File: src/hdl/sstw_pkg.sv
// ----------------------------------------------------------------------------
// sstw_pkg
// Types and constants shared by the sequence step timeout watchdog.
// ----------------------------------------------------------------------------
package sstw_pkg;

  localparam int LIMIT_W   = 20;
  localparam int NUM_STEPS = 5;
  localparam int CFG_IDX_W = 3;

  localparam logic [LIMIT_W-1:0] LIMIT_RESET = 20'd5000;

  typedef enum logic [2:0] {
    OP_EVENT     = 3'd0,
    OP_TICK      = 3'd1,
    OP_REMOTE    = 3'd2,
    OP_CLR_EMERG = 3'd3,
    OP_TEST      = 3'd4,
    OP_CLR_TEST  = 3'd5
  } op_e;

  typedef enum logic [2:0] {
    EV_DETECT = 3'd0,
    EV_STOP   = 3'd1,
    EV_OPEN   = 3'd2,
    EV_PASS   = 3'd3,
    EV_CLOSE  = 3'd4,
    EV_RESUME = 3'd5,
    EV_FAULT  = 3'd6,
    EV_OTHER  = 3'd7
  } ev_e;

  localparam logic [2:0] NO_STEP = 3'd7;

  typedef enum logic [2:0] {
    CAUSE_NONE    = 3'd0,
    CAUSE_TIMEOUT = 3'd1,
    CAUSE_FAULT   = 3'd2,
    CAUSE_REMOTE  = 3'd3,
    CAUSE_TEST    = 3'd4
  } cause_e;

  localparam logic [CFG_IDX_W-1:0] REG_SIM_MODE     = 3'd0;
  localparam logic [CFG_IDX_W-1:0] REG_LIMIT_DETECT = 3'd1;
  localparam logic [CFG_IDX_W-1:0] REG_LIMIT_CLOSE  = 3'd5;

  typedef struct packed {
    logic [2:0] operation;
    logic [2:0] event_code;
  } in_t;

  typedef struct packed {
    logic       emergency_active;
    logic       safe_state_entered;
    logic [2:0] fault_cause;
    logic [2:0] stalled_step;
    logic       normal_restored;
    logic       test_fault_active;
    logic       monitor_armed;
  } out_t;

  typedef struct packed {
    logic                              simulation_mode;
    logic [NUM_STEPS-1:0][LIMIT_W-1:0] limits;
  } cfg_t;

endpackage

File: src/hdl/sstw_cfg_regs.sv
// ----------------------------------------------------------------------------
// sstw_cfg_regs
// Configuration register file: simulation mode and the five step limits.
// ----------------------------------------------------------------------------
module sstw_cfg_regs (
  input  logic                           clk_i,
  input  logic                           rst_ni,
  input  logic                           cfg_valid_i,
  output logic                           cfg_ready_o,
  input  logic [sstw_pkg::CFG_IDX_W-1:0] cfg_index_i,
  input  logic [sstw_pkg::LIMIT_W-1:0]   cfg_data_i,
  output sstw_pkg::cfg_t                 cfg_o
);
  import sstw_pkg::*;

  cfg_t cfg_q;
  cfg_t cfg_d;
  logic [CFG_IDX_W-1:0] lim_idx;

  assign cfg_ready_o = 1'b1;
  assign lim_idx     = cfg_index_i - REG_LIMIT_DETECT;

  always_comb begin
    cfg_d = cfg_q;
    if (cfg_valid_i) begin
      if (cfg_index_i == REG_SIM_MODE) begin
        cfg_d.simulation_mode = cfg_data_i[0];
      end else if (cfg_index_i inside {[REG_LIMIT_DETECT:REG_LIMIT_CLOSE]}) begin
        cfg_d.limits[lim_idx] = cfg_data_i;
      end
    end
  end

  always_ff @(posedge clk_i or negedge rst_ni) begin
    if (!rst_ni) begin
      cfg_q.simulation_mode <= 1'b1;
      cfg_q.limits          <= {NUM_STEPS{LIMIT_RESET}};
    end else begin
      cfg_q <= cfg_d;
    end
  end

  assign cfg_o = cfg_q;

endmodule

File: src/hdl/sstw_core.sv
// ----------------------------------------------------------------------------
// sstw_core
// Watchdog state and the single-pass update for one word.
// ----------------------------------------------------------------------------
module sstw_core #(
  parameter int TICK_BITS      = 20,
  parameter int FALLBACK_LIMIT = 5000
) (
  input  logic           clk_i,
  input  logic           rst_ni,
  input  logic           step_en_i,
  input  sstw_pkg::in_t  item_i,
  input  sstw_pkg::cfg_t cfg_i,
  output sstw_pkg::out_t res_o
);
  import sstw_pkg::*;

  localparam int CMP_W = (TICK_BITS > LIMIT_W) ? TICK_BITS : LIMIT_W;

  logic [2:0]           last_q, last_d;
  logic                 armed_q, armed_d;
  logic [TICK_BITS-1:0] elapsed_q, elapsed_d;
  logic                 emerg_q, emerg_d;
  logic                 test_q, test_d;
  logic [2:0]           cause_q, cause_d;

  logic [TICK_BITS-1:0] elapsed_inc;
  logic [LIMIT_W-1:0]   step_limit;
  logic                 over_limit;
  logic                 raise_req;
  cause_e               raise_cause;
  logic                 entered;
  logic [2:0]           stalled;
  logic                 restored;

  assign elapsed_inc = (elapsed_q != {TICK_BITS{1'b1}}) ? elapsed_q + TICK_BITS'(1) : elapsed_q;
  assign step_limit  = (last_q < 3'(NUM_STEPS)) ? cfg_i.limits[last_q]
                                                : LIMIT_W'(FALLBACK_LIMIT);
  assign over_limit  = CMP_W'(elapsed_inc) > CMP_W'(step_limit);

  always_comb begin
    last_d      = last_q;
    armed_d     = armed_q;
    elapsed_d   = elapsed_q;
    emerg_d     = emerg_q;
    test_d      = test_q;
    cause_d     = cause_q;
    raise_req   = 1'b0;
    raise_cause = CAUSE_NONE;
    entered     = 1'b0;
    stalled     = NO_STEP;
    restored    = 1'b0;

    case (item_i.operation)
      OP_EVENT: begin
        if (item_i.event_code == EV_DETECT) begin
          last_d    = EV_DETECT;
          armed_d   = 1'b1;
          elapsed_d = '0;
        end else if (item_i.event_code inside {[EV_STOP:EV_CLOSE]}) begin
          if (last_q == item_i.event_code - 3'd1) begin
            armed_d = 1'b0;
          end else begin
            last_d    = item_i.event_code;
            armed_d   = 1'b1;
            elapsed_d = '0;
          end
        end else if (item_i.event_code == EV_RESUME) begin
          if (last_q == EV_CLOSE) begin
            armed_d = 1'b0;
          end
        end else if (item_i.event_code == EV_FAULT) begin
          raise_req   = 1'b1;
          raise_cause = CAUSE_FAULT;
        end
      end
      OP_TICK: begin
        if (armed_q) begin
          elapsed_d = elapsed_inc;
          if (!cfg_i.simulation_mode && !emerg_q && over_limit) begin
            raise_req   = 1'b1;
            raise_cause = CAUSE_TIMEOUT;
            stalled     = last_q;
            armed_d     = 1'b0;
          end
        end
      end
      OP_REMOTE: begin
        raise_req   = 1'b1;
        raise_cause = CAUSE_REMOTE;
      end
      OP_CLR_EMERG: begin
        emerg_d = 1'b0;
        cause_d = CAUSE_NONE;
      end
      OP_TEST: begin
        if (!test_q) begin
          test_d      = 1'b1;
          raise_req   = 1'b1;
          raise_cause = CAUSE_TEST;
        end
      end
      OP_CLR_TEST: begin
        if (test_q) begin
          test_d   = 1'b0;
          emerg_d  = 1'b0;
          cause_d  = CAUSE_NONE;
          restored = 1'b1;
        end
      end
      default: begin
      end
    endcase

    if (raise_req && !emerg_q) begin
      emerg_d = 1'b1;
      cause_d = raise_cause;
      entered = 1'b1;
    end
  end

  always_ff @(posedge clk_i or negedge rst_ni) begin
    if (!rst_ni) begin
      last_q    <= NO_STEP;
      armed_q   <= 1'b0;
      elapsed_q <= '0;
      emerg_q   <= 1'b0;
      test_q    <= 1'b0;
      cause_q   <= CAUSE_NONE;
    end else if (step_en_i) begin
      last_q    <= last_d;
      armed_q   <= armed_d;
      elapsed_q <= elapsed_d;
      emerg_q   <= emerg_d;
      test_q    <= test_d;
      cause_q   <= cause_d;
    end
  end

  always_comb begin
    res_o.emergency_active   = emerg_d;
    res_o.safe_state_entered = entered;
    res_o.fault_cause        = cause_d;
    res_o.stalled_step       = stalled;
    res_o.normal_restored    = restored;
    res_o.test_fault_active  = test_d;
    res_o.monitor_armed      = armed_d;
  end

endmodule

File: src/hdl/sequence_step_timeout_watchdog_unit.sv
// ----------------------------------------------------------------------------
// sequence_step_timeout_watchdog_unit
// Words pass the input register, the state update and the result reg.
// Throughput: one word per cycle while out_ready_i does not stall output.
// Reset: rst_ni clears state at once, no step monitored, simulation mode on.
// ----------------------------------------------------------------------------
module sequence_step_timeout_watchdog_unit #(
  parameter int TICK_BITS      = 20,
  parameter int FALLBACK_LIMIT = 5000
) (
  input  logic                           clk_i,
  input  logic                           rst_ni,
  input  logic                           in_valid_i,
  output logic                           in_ready_o,
  input  sstw_pkg::in_t                  in_data_i,
  output logic                           out_valid_o,
  input  logic                           out_ready_i,
  output sstw_pkg::out_t                 out_data_o,
  input  logic                           cfg_valid_i,
  output logic                           cfg_ready_o,
  input  logic [sstw_pkg::CFG_IDX_W-1:0] cfg_index_i,
  input  logic [sstw_pkg::LIMIT_W-1:0]   cfg_data_i
);
  import sstw_pkg::*;

  logic in_valid_q;
  in_t  in_data_q;
  logic out_valid_q;
  out_t out_data_q;
  logic advance;
  cfg_t cfg;
  out_t res;

  assign advance    = in_valid_q && (!out_valid_q || out_ready_i);
  assign in_ready_o = !in_valid_q || advance;

  sstw_cfg_regs u_cfg (
    .clk_i       (clk_i),
    .rst_ni      (rst_ni),
    .cfg_valid_i (cfg_valid_i),
    .cfg_ready_o (cfg_ready_o),
    .cfg_index_i (cfg_index_i),
    .cfg_data_i  (cfg_data_i),
    .cfg_o       (cfg)
  );

  sstw_core #(
    .TICK_BITS      (TICK_BITS),
    .FALLBACK_LIMIT (FALLBACK_LIMIT)
  ) u_core (
    .clk_i     (clk_i),
    .rst_ni    (rst_ni),
    .step_en_i (advance),
    .item_i    (in_data_q),
    .cfg_i     (cfg),
    .res_o     (res)
  );

  always_ff @(posedge clk_i or negedge rst_ni) begin
    if (!rst_ni) begin
      in_valid_q <= 1'b0;
    end else if (in_valid_i && in_ready_o) begin
      in_valid_q <= 1'b1;
    end else if (advance) begin
      in_valid_q <= 1'b0;
    end
  end

  always_ff @(posedge clk_i) begin
    if (in_valid_i && in_ready_o) begin
      in_data_q <= in_data_i;
    end
  end

  always_ff @(posedge clk_i or negedge rst_ni) begin
    if (!rst_ni) begin
      out_valid_q <= 1'b0;
    end else if (advance) begin
      out_valid_q <= 1'b1;
    end else if (out_ready_i) begin
      out_valid_q <= 1'b0;
    end
  end

  always_ff @(posedge clk_i) begin
    if (advance) begin
      out_data_q <= res;
    end
  end

  assign out_valid_o = out_valid_q;
  assign out_data_o  = out_data_q;

endmodule

File: config.mk
export PLATFORM = sky130hd
export DESIGN_NAME = sequence_step_timeout_watchdog_unit
export DESIGN_NICKNAME = d
export VERILOG_FILES = /design/src/hdl/sstw_pkg.sv /design/src/hdl/sstw_cfg_regs.sv /design/src/hdl/sstw_core.sv /design/src/hdl/sequence_step_timeout_watchdog_unit.sv
export SDC_FILE = /design/constraint.sdc
export NUM_CORES = 1
export LEC_CHECK = 0
export BUFFER_PORTS_ARGS = -buffer_cell sky130_fd_sc_hd__clkbuf_2
export CAP_MARGIN = 20
export CORE_ASPECT_RATIO = 0.7
export CORE_UTILIZATION = 61
export DETAILED_ROUTE_END_ITERATION = 7
export HOLD_SLACK_MARGIN = 0.05
export PLACE_DENSITY = 0.77
export SYNTH_ARGS = -nofsm -noshare
export SYNTH_HDL_FRONTEND = slang
export SYNTH_SLANG_ARGS = --single-unit
export TNS_END_PERCENT = 50
File: constraint.sdc
create_clock -name clk_i -period 5 [get_ports clk_i]
set_input_delay 0.5 -clock clk_i [delete_from_list [all_inputs] [get_ports clk_i]]
set_output_delay 0.5 -clock clk_i [all_outputs]
set_load 0.005 [all_outputs]
==> metrics.md <==
| Metric | Value |
|---|---|
| Status | finished clean |
| Count leader, synth | mux2_2 |
| Post-Syn Nets | 689 |
| Peak VDD IR | 0.0003134 V |
| CP Cell Sequence | clkinv_1 -> nor3_1 -> buf_4 -> a22oi_1 -> ha_1 -> and4_1 -> and4bb_2 -> a2111oi_4 -> o21ai_2 -> or2_2 |
| I/O pins | 48 |
| Buf/Inv on CP | 2 |
| CP max-delay cell | nor3_1 |
| GP Congestion | 0.9219 |
| Row count | 34 |
| Syn_area_per_cell | 12.40 sq um |
| Tcrit/Tclk final | 84.00% |
| CTS Buffer Depth | 2 |
| Ant. Diodes | 0 |
| TritonCTS Buffers | 17 |
| Critical Path Fanout Max | 19 |
| Initial antenna violation count | 0 |
| DRT antenna net count | 0 |
| Post-Syn Instances | 626 |
| Die ar. | 13180 sq um |
| Routed wire length | 17.40 mm |
| Top_reg_cell synth | dfrtp_1 |
| FF+latch count, synth | 149 |
| Die span in y | 96.37 um |
| Hold Path Class | input pin to async pin |
| Leakage | 0.003715 uW |
| Post-synth top area share | 33.22% |
| Post-synth EDFFs | 17 |
| Fin nets | 732 |
| Synth unique cells | 64 |
| DR pass1 iterations | 5 |
| CP Launch Type | register |
| Setup TNS | 0 ns |
| Total grt overflow | 0 |
| CTS Hold Bufs | 0 |
| Tightest Pin Transition | 1.072 ns |
| Starting density of the core | 62.47% |
| Share of cells above drive strength 1 | 37.83% |
| Clk_skew | 0.01450 ns |
| Placement Cell Area | 8108 sq um |
| Fmax | 238.1 MHz |
| Min Tclk post-route | 4.200 ns |
| WP data required | 5.17 ns |
| Via count | 5363 |
| CTS tree | built |
| Area of the core | 12420 sq um |
| Power density over the cells | 495.1 nW/um^2 |
| Clock-pin slew on the worst setup and hold paths | 0.06 ns |
| Final hold violation count | 0 |
| Vias/cell | 6.354 |
| Yosys warns | 0 |
| Clk sinks | 149 |
| Port Buffers | 46 |
| H-tree levels | 4 |
| Chip Width | 136.8 um |
| Worst R2R Setup Slack | 0.80 ns |
| Pin count of the biggest net entering global routing | 59 |
| PostCTS Resize Cnt | 0 |
| Pwr Total | 4346 uW |
| DRC Markers | 0 |
| WP data arrival | 4.37 ns |
| Synthesized cell area | 7760 sq um |
| Worst skew pair latency | 0.43 ns |
| Design Area, Final | 8778 sq um |
| Crit. End Element | register |
| Crit path max-delay family | simple AND/OR/NAND/NOR gates |
| Post-synth top area cell | dfrtp_1 |
| HPWL Detailed | 12.00 mm |
| Commonest cells post-synth | 104 x mux2_2, 103 x dfrtp_1, 41 x nand2_1 |
| Critical path type | register to register |
| Slew Limit Headroom | 28.54% |
| Critical Path Max Stage Delay | 0.70 ns |
| RSZ-0062 raised after global routing | no |
| GRT Util Overall | 29.40% |
| WL/cell | 20.62 um |
| Postcts setup bufs | 0 |
| First-pass GRT wire length | 28.63 mm |
| Final setup vio count | 0 |
| Post-synthesis sequential area ratio | 49.61% |
| Share of synthesized registers carrying an async set or reset | 88.59% |
| Max-slew violation count | 0 |
| Root Buffer | clkbuf_16 |
| Top area cells in the synthesized netlist | dfrtp_1 33%, mux2_2 15%, dfstp_2 9.8% |
| 1st-iter DRT viols | 396 |
| Max Cap Viol | 0 |
| Number of global-route vias before repair | 5364 |
| Area Growth Syn to Fin | 13.12% |
-- layer usage --
| layer | GRT usage [%] | vias to the layer above | wire [um] |
|---|---|---|---|
| li1 | - | 2434 | - |
| met1 | 40.25 | 2701 | 7923 |
| met2 | 45.14 | 200 | 7976 |
| met3 | 8.373 | 28 | 1218 |
| met4 | 10.16 | 0 | 284 |
| met5 | 0 | - | 0 |
-- sequential cells by signal, indices dropped and copies added, names as in the netlist --
signal and cells:
u_core.test_q 1, in_valid_q 1, in_data_q 6, u_core.cause_q 3
u_core.elapsed_q 20, u_cfg.cfg_o 101, out_data_o 11, out_valid_o 1
u_core.last_q 3, u_core.emerg_q 1, u_core.armed_q 1
-- final cells by class --
| class | count | area, sq um |
|---|---|---|
| clock inverter | 14 | 183.9 |
| timing repair buffer | 55 | 335.3 |
| multi-input combinational | 429 | 3714 |
| inverter | 17 | 63.81 |
| tap | 162 | 202.7 |
| sequential | 149 | 3850 |
| clock buffer | 18 | 429.2 |
| fill | 836 | 3643 |
-- path summary, 6_finish.rpt --
check / to / cells past startpoint / startpoint
worst max-delay path: out_data_o[4]$_SDFFCE_PN1P_ / 10 / u_core.last_q[2]$_DFFE_PN1P_
worst min-delay path: u_cfg.cfg_o[2]$_DFFE_PN0P_ / 1 / rst_ni
worst max register to register: out_data_o[4]$_SDFFCE_PN1P_ / 10 / u_core.last_q[2]$_DFFE_PN1P_
worst min register to register: u_cfg.cfg_o[53]$_DFFE_PN0P_ / 1 / u_cfg.cfg_o[53]$_DFFE_PN0P_
max in group asynchronous: u_core.last_q[2]$_DFFE_PN1P_ / 2 / rst_ni
min in group clk_i: in_data_q[1]$_DFFE_PP_ / 1 / in_data_i[1]
-- logic make-up (layout without fill, tap and decap cells) --
logic type | Yosys count | count (layout) | share of synthesized area [%]
mux | 125 | 125 | 21.03
fa+ha+maj | 29 | 29 | 4.676
flops | 149 | 149 | 49.61
xor+xnor | 20 | 20 | 2.257
other cells | 1 | 1 | 0.04833
compound gates | 117 | 117 | 10.05
buf+inv | 48 | 104 | 2.612
simple gates | 137 | 137 | 9.723
-- worst reg2reg max path, stage by stage (launching register included) --
cell and delay (ns):
dfstp_2 0.62, clkinv_1 0.49, nor3_1 0.70, buf_4 0.31
a22oi_1 0.11, ha_1 0.31, and4_1 0.24, and4bb_2 0.28
a2111oi_4 0.40, o21ai_2 0.18, or2_2 0.31
-- stage by stage --
step | std cells | hold slack [ns] | utilization [%] | worst slack [ns]
final | 844 | 0.1333 | 70.67 | 0.8001
after global routing | 844 | 0.1878 | 70.67 | 0.5284
after CTS | 841 | 0.1617 | 70.21 | 0.8723
after detailed placement | 809 | 0.4886 | 65.27 | 0.9078
after global placement | 809 | 0.4817 | 65.27 | 1.050
after floorplan | 626 | 0.2044 | - | 1.340
-- report_power, final --
group | internal [uW] | total (uW) | switching [uW]
sequential | 1630 | 1890 | 263
combinational | 611 | 1130 | 518
clock | 762 | 1320 | 562
-- layout by cell type (no fill, tap or decap), types with 4 or more instances in the layout --
| cell | n |
|---|---|
| a211oi_1 | 5 |
| a21oi_1 | 30 |
| a22oi_1 | 15 |
| a31o_2 | 4 |
| a31oi_1 | 12 |
| and2_1 | 5 |
| and3_1 | 5 |
| buf_4 | 7 |
| clkbuf_16 | 17 |
| clkbuf_2 | 45 |
| dfrtp_1 | 103 |
| dfstp_2 | 29 |
| edfxtp_1 | 17 |
| ha_1 | 29 |
| inv_1 | 16 |
| inv_8 | 5 |
| mux2_2 | 104 |
| mux4_2 | 20 |
| nand2_1 | 41 |
| nand2b_1 | 8 |
| nand3_1 | 14 |
| nand4_1 | 7 |
| nor2_1 | 19 |
| nor2b_1 | 7 |
| nor3_1 | 5 |
| o21ai_0 | 22 |
| o22ai_1 | 5 |
| o31ai_1 | 6 |
| or3_1 | 4 |
| xnor2_1 | 13 |
| xor2_1 | 7 |
(Power assumes the default switching activity.)
